--- src/rtl/hsvrgb_pkg.sv ---
// Shared types and constants for the HSV to RGB converter with brightness scaling.
// Used by every module of the block; depends on nothing else.
package hsvrgb_pkg;

	localparam logic [8:0] HUE_MAX    = 9'd359;
	localparam int         SECTOR_DEG = 60;
	localparam logic [7:0] FULL_SCALE = 8'd255;

	// floor(n / 15) == (n * RECIP15) >> 16 for every n below 4681.
	localparam logic [12:0] RECIP15 = 13'd4370;

	localparam logic [7:0] SAT_RESET  = 8'd255;
	localparam logic [7:0] VAL_RESET  = 8'd80;
	localparam logic [7:0] BRI_RESET  = 8'd250;

	typedef enum logic [1:0] {
		CFG_SATURATION     = 2'd0,
		CFG_VALUE_LEVEL    = 2'd1,
		CFG_MAX_BRIGHTNESS = 2'd2
	} cfg_idx_t;

	typedef enum logic [2:0] {
		SEC_RED_YEL = 3'd0,
		SEC_YEL_GRN = 3'd1,
		SEC_GRN_CYN = 3'd2,
		SEC_CYN_BLU = 3'd3,
		SEC_BLU_MAG = 3'd4,
		SEC_MAG_RED = 3'd5
	} sector_t;

	typedef struct packed {
		sector_t    sector;
		logic [5:0] frac;
		logic [7:0] top;
		logic [7:0] floor_lvl;
	} sect_t;

	typedef struct packed {
		logic [7:0] red;
		logic [7:0] green;
		logic [7:0] blue;
	} rgb_t;

endpackage

--- src/rtl/hsvrgb_sector.sv ---
// First pipeline stage: hue clamp, sector and remainder, and the floor level.
// Depends on hsvrgb_pkg.
module hsvrgb_sector import hsvrgb_pkg::*; (
	input  logic       clk,
	input  logic       arst_n,
	input  logic       in_valid,
	output logic       in_ready,
	input  logic [8:0] hue,
	input  logic [7:0] saturation,
	input  logic [7:0] value_level,
	output logic       out_valid,
	input  logic       out_ready,
	output sect_t      out_data
);

	logic        v_s1;
	sect_t       data_s1;
	logic [8:0]  hue_c;
	logic [8:0]  base;
	sector_t     sector;
	logic [15:0] floor_prod;
	sect_t       nxt;

	assign in_ready = !v_s1 || out_ready;

	always_comb begin
		hue_c = (hue > HUE_MAX) ? HUE_MAX : hue;
		priority if (hue_c >= 9'(5 * SECTOR_DEG)) begin
			sector = SEC_MAG_RED;
			base   = 9'(5 * SECTOR_DEG);
		end else if (hue_c >= 9'(4 * SECTOR_DEG)) begin
			sector = SEC_BLU_MAG;
			base   = 9'(4 * SECTOR_DEG);
		end else if (hue_c >= 9'(3 * SECTOR_DEG)) begin
			sector = SEC_CYN_BLU;
			base   = 9'(3 * SECTOR_DEG);
		end else if (hue_c >= 9'(2 * SECTOR_DEG)) begin
			sector = SEC_GRN_CYN;
			base   = 9'(2 * SECTOR_DEG);
		end else if (hue_c >= 9'(SECTOR_DEG)) begin
			sector = SEC_YEL_GRN;
			base   = 9'(SECTOR_DEG);
		end else begin
			sector = SEC_RED_YEL;
			base   = 9'd0;
		end
		floor_prod    = (FULL_SCALE - saturation) * value_level;
		nxt.sector    = sector;
		nxt.frac      = 6'(hue_c - base);
		nxt.top       = value_level;
		nxt.floor_lvl = floor_prod[15:8];
	end

	always_ff @(posedge clk or negedge arst_n) begin
		if (!arst_n) begin
			v_s1 <= 1'b0;
		end else if (in_ready) begin
			v_s1 <= in_valid;
		end
	end

	always_ff @(posedge clk) begin
		if (in_ready && in_valid) begin
			data_s1 <= nxt;
		end
	end

	assign out_valid = v_s1;
	assign out_data  = data_s1;

endmodule

--- src/rtl/hsvrgb_ramp.sv ---
// Second and third pipeline stages: ramp products, division by sixty and the
// per-sector choice of top, floor and ramp levels. Depends on hsvrgb_pkg.
module hsvrgb_ramp import hsvrgb_pkg::*; (
	input  logic  clk,
	input  logic  arst_n,
	input  logic  in_valid,
	output logic  in_ready,
	input  sect_t in_data,
	output logic  out_valid,
	input  logic  out_ready,
	output rgb_t  out_data
);

	logic        v_s2;
	logic        v_s3;
	logic        rdy_s3;
	sector_t     sector_s2;
	logic [7:0]  top_s2;
	logic [7:0]  floor_s2;
	logic [13:0] rise_prod_s2;
	logic [13:0] fall_prod_s2;
	rgb_t        lvl_s3;

	logic [7:0]  span;
	logic [5:0]  frac_inv;
	logic [24:0] rise_q;
	logic [24:0] fall_q;
	logic [7:0]  rising;
	logic [7:0]  falling;
	rgb_t        lvl;

	assign rdy_s3   = !v_s3 || out_ready;
	assign in_ready = !v_s2 || rdy_s3;

	always_comb begin
		span     = in_data.top - in_data.floor_lvl;
		frac_inv = 6'(SECTOR_DEG) - in_data.frac;
	end

	always_ff @(posedge clk or negedge arst_n) begin
		if (!arst_n) begin
			v_s2 <= 1'b0;
			v_s3 <= 1'b0;
		end else begin
			if (in_ready) begin
				v_s2 <= in_valid;
			end
			if (rdy_s3) begin
				v_s3 <= v_s2;
			end
		end
	end

	always_ff @(posedge clk) begin
		if (in_ready && in_valid) begin
			sector_s2    <= in_data.sector;
			top_s2       <= in_data.top;
			floor_s2     <= in_data.floor_lvl;
			rise_prod_s2 <= span * in_data.frac;
			fall_prod_s2 <= span * frac_inv;
		end
	end

	// Dividing by sixty: drop two bits, then multiply by the reciprocal of fifteen.
	always_comb begin
		rise_q  = rise_prod_s2[13:2] * RECIP15;
		fall_q  = fall_prod_s2[13:2] * RECIP15;
		rising  = rise_q[23:16] + floor_s2;
		falling = fall_q[23:16] + floor_s2;
		unique case (sector_s2)
			SEC_RED_YEL: lvl = '{red: top_s2,   green: rising,   blue: floor_s2};
			SEC_YEL_GRN: lvl = '{red: falling,  green: top_s2,   blue: floor_s2};
			SEC_GRN_CYN: lvl = '{red: floor_s2, green: top_s2,   blue: rising};
			SEC_CYN_BLU: lvl = '{red: floor_s2, green: falling,  blue: top_s2};
			SEC_BLU_MAG: lvl = '{red: rising,   green: floor_s2, blue: top_s2};
			default:     lvl = '{red: top_s2,   green: floor_s2, blue: falling};
		endcase
	end

	always_ff @(posedge clk) begin
		if (rdy_s3 && v_s2) begin
			lvl_s3 <= lvl;
		end
	end

	assign out_valid = v_s3;
	assign out_data  = lvl_s3;

endmodule

--- src/rtl/hsvrgb_scale.sv ---
// Fourth and fifth pipeline stages: brightness multiply and division by 255.
// The fifth stage is the output register. Depends on hsvrgb_pkg.
module hsvrgb_scale import hsvrgb_pkg::*; (
	input  logic       clk,
	input  logic       arst_n,
	input  logic       in_valid,
	output logic       in_ready,
	input  rgb_t       in_data,
	input  logic [7:0] max_brightness,
	output logic       out_valid,
	input  logic       out_ready,
	output rgb_t       out_data
);

	logic        v_s4;
	logic        v_s5;
	logic        rdy_s5;
	logic [15:0] r_prod_s4;
	logic [15:0] g_prod_s4;
	logic [15:0] b_prod_s4;
	rgb_t        res_s5;

	logic [15:0] r_sum;
	logic [15:0] g_sum;
	logic [15:0] b_sum;

	assign rdy_s5   = !v_s5 || out_ready;
	assign in_ready = !v_s4 || rdy_s5;

	always_ff @(posedge clk or negedge arst_n) begin
		if (!arst_n) begin
			v_s4 <= 1'b0;
			v_s5 <= 1'b0;
		end else begin
			if (in_ready) begin
				v_s4 <= in_valid;
			end
			if (rdy_s5) begin
				v_s5 <= v_s4;
			end
		end
	end

	always_ff @(posedge clk) begin
		if (in_ready && in_valid) begin
			r_prod_s4 <= in_data.red * max_brightness;
			g_prod_s4 <= in_data.green * max_brightness;
			b_prod_s4 <= in_data.blue * max_brightness;
		end
	end

	// floor(y / 255) == (y + (y >> 8) + 1) >> 8 for every 16-bit y up to 255 * 255.
	always_comb begin
		r_sum = r_prod_s4 + 16'(r_prod_s4[15:8]) + 16'd1;
		g_sum = g_prod_s4 + 16'(g_prod_s4[15:8]) + 16'd1;
		b_sum = b_prod_s4 + 16'(b_prod_s4[15:8]) + 16'd1;
	end

	always_ff @(posedge clk) begin
		if (rdy_s5 && v_s4) begin
			res_s5.red   <= r_sum[15:8];
			res_s5.green <= g_sum[15:8];
			res_s5.blue  <= b_sum[15:8];
		end
	end

	assign out_valid = v_s5;
	assign out_data  = res_s5;

endmodule

--- src/rtl/hsv_to_rgb_scaled_unit.sv ---
// Top level of the HSV to RGB converter: configuration registers and the pipeline.
// Depends on hsvrgb_pkg, hsvrgb_sector, hsvrgb_ramp and hsvrgb_scale.
//
//  Channel   Direction  Payload
//  s_axis    in         tdata[8:0] hue
//  m_axis    out        tdata[7:0] red, [15:8] green, [23:16] blue
//  cfg       in         cfg_index selects saturation, value_level, max_brightness
//
// Five register stages; a result is offered on m_axis once its input beat has
// passed through all five. One beat per cycle is taken and delivered while the
// output side is ready. A stall on m_axis holds each full stage whose next stage
// is full too; empty stages still fill, so up to five beats are in flight.
// Reset clears the stage valid bits and loads the register defaults (255, 80, 250).
module hsv_to_rgb_scaled_unit import hsvrgb_pkg::*; (
	input  logic        clk,
	input  logic        arst_n,
	input  logic        s_axis_tvalid,
	output logic        s_axis_tready,
	input  logic [15:0] s_axis_tdata,   // [8:0] hue, rest zero
	output logic        m_axis_tvalid,
	input  logic        m_axis_tready,
	output logic [23:0] m_axis_tdata,   // [7:0] red, [15:8] green, [23:16] blue
	input  logic        cfg_we,
	input  logic [1:0]  cfg_index,
	input  logic [7:0]  cfg_data
);

	logic [7:0] saturation_q;
	logic [7:0] value_level_q;
	logic [7:0] max_brightness_q;

	logic  sect_valid;
	logic  sect_ready;
	sect_t sect_data;
	logic  lvl_valid;
	logic  lvl_ready;
	rgb_t  lvl_data;
	rgb_t  res;

	always_ff @(posedge clk or negedge arst_n) begin
		if (!arst_n) begin
			saturation_q     <= SAT_RESET;
			value_level_q    <= VAL_RESET;
			max_brightness_q <= BRI_RESET;
		end else if (cfg_we) begin
			unique case (cfg_index)
				CFG_SATURATION:     saturation_q     <= cfg_data;
				CFG_VALUE_LEVEL:    value_level_q    <= cfg_data;
				CFG_MAX_BRIGHTNESS: max_brightness_q <= cfg_data;
				default:            ;
			endcase
		end
	end

	hsvrgb_sector u_sector (
		.clk         (clk),
		.arst_n      (arst_n),
		.in_valid    (s_axis_tvalid),
		.in_ready    (s_axis_tready),
		.hue         (s_axis_tdata[8:0]),
		.saturation  (saturation_q),
		.value_level (value_level_q),
		.out_valid   (sect_valid),
		.out_ready   (sect_ready),
		.out_data    (sect_data)
	);

	hsvrgb_ramp u_ramp (
		.clk       (clk),
		.arst_n    (arst_n),
		.in_valid  (sect_valid),
		.in_ready  (sect_ready),
		.in_data   (sect_data),
		.out_valid (lvl_valid),
		.out_ready (lvl_ready),
		.out_data  (lvl_data)
	);

	hsvrgb_scale u_scale (
		.clk            (clk),
		.arst_n         (arst_n),
		.in_valid       (lvl_valid),
		.in_ready       (lvl_ready),
		.in_data        (lvl_data),
		.max_brightness (max_brightness_q),
		.out_valid      (m_axis_tvalid),
		.out_ready      (m_axis_tready),
		.out_data       (res)
	);

	assign m_axis_tdata = {res.blue, res.green, res.red};

endmodule
--- config.mk ---
export PLATFORM = sky130hd
export DESIGN_NAME = hsv_to_rgb_scaled_unit
export DESIGN_NICKNAME = d
export VERILOG_FILES = /design/src/rtl/hsvrgb_pkg.sv /design/src/rtl/hsvrgb_sector.sv /design/src/rtl/hsvrgb_ramp.sv /design/src/rtl/hsvrgb_scale.sv /design/src/rtl/hsv_to_rgb_scaled_unit.sv
export SDC_FILE = /design/constraint.sdc
export NUM_CORES = 1
export LEC_CHECK = 0
export BUFFER_PORTS_ARGS = -buffer_cell sky130_fd_sc_hd__buf_2
export CAP_MARGIN = 20
export CORE_UTILIZATION = 65
export DETAILED_ROUTE_END_ITERATION = 12
export PLACE_DENSITY = 0.91
export SLEW_MARGIN = 0
export SYNTH_ARGS = -nofsm -noshare
export SYNTH_HDL_FRONTEND = slang
export SYNTH_HIERARCHICAL = 1
export SYNTH_SLANG_ARGS = --single-unit
--- constraint.sdc ---
create_clock -name clk -period 10.7 [get_ports clk]
set_clock_uncertainty 0.1 [all_clocks]
set_input_delay 1.07 -clock clk [delete_from_list [all_inputs] [get_ports clk]]
set_output_delay 1.07 -clock clk [all_outputs]
set_load 0.05 [all_outputs]
==> flow_summary.json <==
{
  "status": "completed",
  "wl_met3_um": 2490,
  "post-place-ws_ns": 4.54,
  "yosys.area.top_type_share_pct": 21.6,
  "post-route-min-period_ns": 6.20,
  "synth-main-ff-cell": "edfxtp_1",
  "worst-setup-path-type": "flop to flop",
  "n_antenna_cell": 0,
  "drtPass1Iterations": 8,
  "synth-async-reset-ratio_pct": 15.0,
  "grt_pass1_wl_um": 82400,
  "min_period_over_period_pct": 58.0,
  "synthSimpleGateAreaFrac_pct": 15.2,
  "critPathRequiredTime_ns": 10.81,
  "highest_layer": "met4",
  "final_max_slew_viol_count": 0,
  "clock_path_buffers": 2,
  "holdBufCountCts": 0,
  "synthXorXnorAreaFrac_pct": 4.39,
  "grt.total_usage_pct": 28.5,
  "drv_cap": 0,
  "areaGrowthSynthToFinish_pct": 5.85,
  "ys_ff_latch": 193,
  "drive_gt1_share_pct": 7.54,
  "synth_fa_ha_area_share_pct": 37.9,
  "drt_wl_total_um": 50300,
  "drc": 0,
  "cts_made_buffers": 17,
  "die_x_um": 189,
  "synth_edf_count": 164,
  "slew_headroom_pct": 27.4,
  "dpl_cell_area_sq_um": 23400,
  "cp-end-kind": "flop",
  "hold_viol_final": 0,
  "routed-wl-met2_um": 26700,
  "die_h_um": 189,
  "start_util_pct": 66.0,
  "ant_nets": 0,
  "cts_tree": "built",
  "cts_resized": 0,
  "post_cts_buffers": 0,
  "cts.sinks": 193,
  "antenna_found_initial": 0,
  "synth_top_family_by_area": "adder cells",
  "cts.htree.levels": 4,
  "m1WireLength_um": 19000,
  "syn_avg_cell_area_sq_um": 10.2,
  "ys_seq_area_share_pct": 24.9,
  "fin_tns_setup_ns": 0,
  "tightest_slew_ns": 1.09,
  "io_pins": 57,
  "synth.distinct_cells": 89,
  "clk_pin_slew_ns": 0.08,
  "core_area_sq_um": 34500,
  "drtIter0Drc": 1311,
  "grt_setup_unrepaired": "no",
  "dieArea_sq_um": 35800,
  "synth.yosys.warnings": 6,
  "dp.final_hpwl_um": 37300,
  "synth_top_area_cell": "edfxtp_1",
  "syn_nets": 2830,
  "worst_setup_path_start_kind": "flop",
  "first_global_vias": 17700,
  "cp.arrival_ns": 6.31,
  "netlist_area_sq_um": 22800,
  "routed-via-count": 16600,
  "final_nets": 2859,
  "synth_compound_area_share_pct": 8.78,
  "clk_latency_ns": 0.46,
  "clock.fmax_mhz": 161,
  "synth.area.top_cells": "edfxtp_1, ha_1, fa_1",
  "layout_setup_ws_ns": 4.50,
  "wl_per_cell_um": 18.4,
  "hold_path.class": "flop to flop",
  "synth_mux_area_share_pct": 2.41,
  "fillers": 2333,
  "final_cell_area_sq_um": 24100,
  "gp_congestion": 0.905,
  "grt_max_degree": 49,
  "root_buffer": "clkbuf_16",
  "setup_violations": 0,
  "grt-ovfl-total": 0,
  "num_rows": 68,
  "cp_max_fo": 11,
  "viasPerCell": 6.06,
  "port_buffers": 49,
  "synthCells": 2238,
  "finalCoreUtilization_pct": 69.9
}
==> per-layer routing <==
layer / vias to the layer above / GRT usage (%)
li1: 7573 / -
met1: 8192 / 32.8
met4: 0 / 12.9
met3: 155 / 3.39
met5: - / 0
met2: 651 / 52.8
==> final cells by class <==
type,count,area (sq um),share of cell area (%)
multi-input combinational,1664,15600,64.9
sequential,193,5670,23.5
inverter,335,1260,5.22
tap,455,569,2.36
clock buffer,17,425,1.77
timing repair buffer,56,350,1.45
clock inverter,15,183,0.758
==> per-stage QoR <==
step           cells  hold slack, ns
2_1_floorplan   2238           0.300
3_3_place_gp    2700           0.337
3_5_place_dp    2700           0.341
4_1_cts         2732           0.362
5_1_grt         2735           0.365
6_report        2735           0.364
==> kinds of logic (layout without fill, tap and decap cells) <==
family                     after synthesis  after routing
buffers and inverters                  381            423
muxes                                   51             51
DFF                                    193            193
adders and majority gates              562            562
xor gates and xnor gates               114            114
AOI/OAI and AO/OA                      297            297
and+or+nand+nor                        640            640
==> placed cells by master (no fill, tap or decap), types with 13 or more instances in the layout <==
cell type,count
fa_1,211
and2_1,189
xnor2_1,80
nand3_1,30
xor2_1,34
nand2_1,146
a21o_1,22
nand2b_1,40
dfrtp_1,13
mux2i_1,21
and3_1,13
mux2_2,30
nor2b_1,61
o21ai_0,65
edfxtp_1,164
clkbuf_16,17
a21oi_1,80
dfstp_2,16
nor2_1,78
buf_2,49
o21bai_1,14
nor3_1,20
inv_1,334
ha_1,350
==> critical path, cell delays in order, from the launching register on <==
cell and delay [ns]:
edfxtp_1 0.43, inv_1 0.06, ha_1 0.28, nor2b_1 0.14
o21ai_1 0.17, a21oi_1 0.12, o21ai_1 0.18, a21boi_1 0.12
nor2_1 0.67, nand2_1 0.26, fa_1 0.58, inv_1 0.05
fa_1 0.47, fa_1 0.49, ha_1 0.36, a21o_1 0.18
a21oi_1 0.23, o21bai_1 0.10, a21oi_1 0.22, o21bai_1 0.09
a21o_1 0.22, o311ai_0 0.43
==> state kept, by name, summed over array words and instances, names as in the netlist, 12 cells and up <==
register and flops:
u_scale/g_prod_s4 16, u_ramp/fall_prod_s2 12, u_scale/out_data 24, u_ramp/rise_prod_s2 12
u_ramp/out_data 24, u_scale/b_prod_s4 16, u_scale/r_prod_s4 16, u_sector/out_data 25
==> synthesized netlist by cell type (4+ instances only) <==
master    number
a211oi_1      10
a21boi_0       6
a21o_1        22
a21oi_1       80
a31o_2         4
a31oi_1        9
and2_1       191
and3_1        13
clkbuf_1      39
dfrtp_1       13
dfstp_2       16
edfxtp_1     164
fa_1         211
ha_1         350
inv_1        334
mux2_2        30
mux2i_1       21
nand2_1      146
nand2b_1      40
nand3_1       30
nand3b_1       4
nand4_1       10
nor2_1        78
nor2b_1       61
nor3_1        20
nor3b_1        9
nor4_1         5
o211a_1        4
o211ai_1      11
o21a_1         6
o21ai_0       65
o21ai_1        9
o21bai_1      14
o31a_1         4
o31ai_1        6
or2_2          4
or3_1          8
xnor2_1       80
xor2_1        34
==> worst paths after layout <==
path | end | startpoint | slack (ns) | depth (start not counted)
min reg2reg | u_ramp/sector_s2[1]$_DFFE_PP_ | u_sector/out_data[23]$_SDFFCE_PP0P_ | 0.36 | 0
max in group asynchronous | max_brightness_q[0]$_DFFE_PN0P_ | arst_n | 9.57 | 1
max | u_ramp/fall_prod_s2[13]$_DFFE_PP_ | u_sector/out_data[1]$_DFFE_PP_ | 4.50 | 21
min in group asynchronous | value_level_q[2]$_DFFE_PN0P_ | arst_n | 0.53 | 1
min | u_ramp/sector_s2[1]$_DFFE_PP_ | u_sector/out_data[23]$_SDFFCE_PP0P_ | 0.36 | 0
max reg2reg | u_ramp/fall_prod_s2[13]$_DFFE_PP_ | u_sector/out_data[1]$_DFFE_PP_ | 4.50 | 21
Power is left out: the tool's default activity adds up to more than one toggle a clock period on the data nets, which glitch-free logic cannot reach.
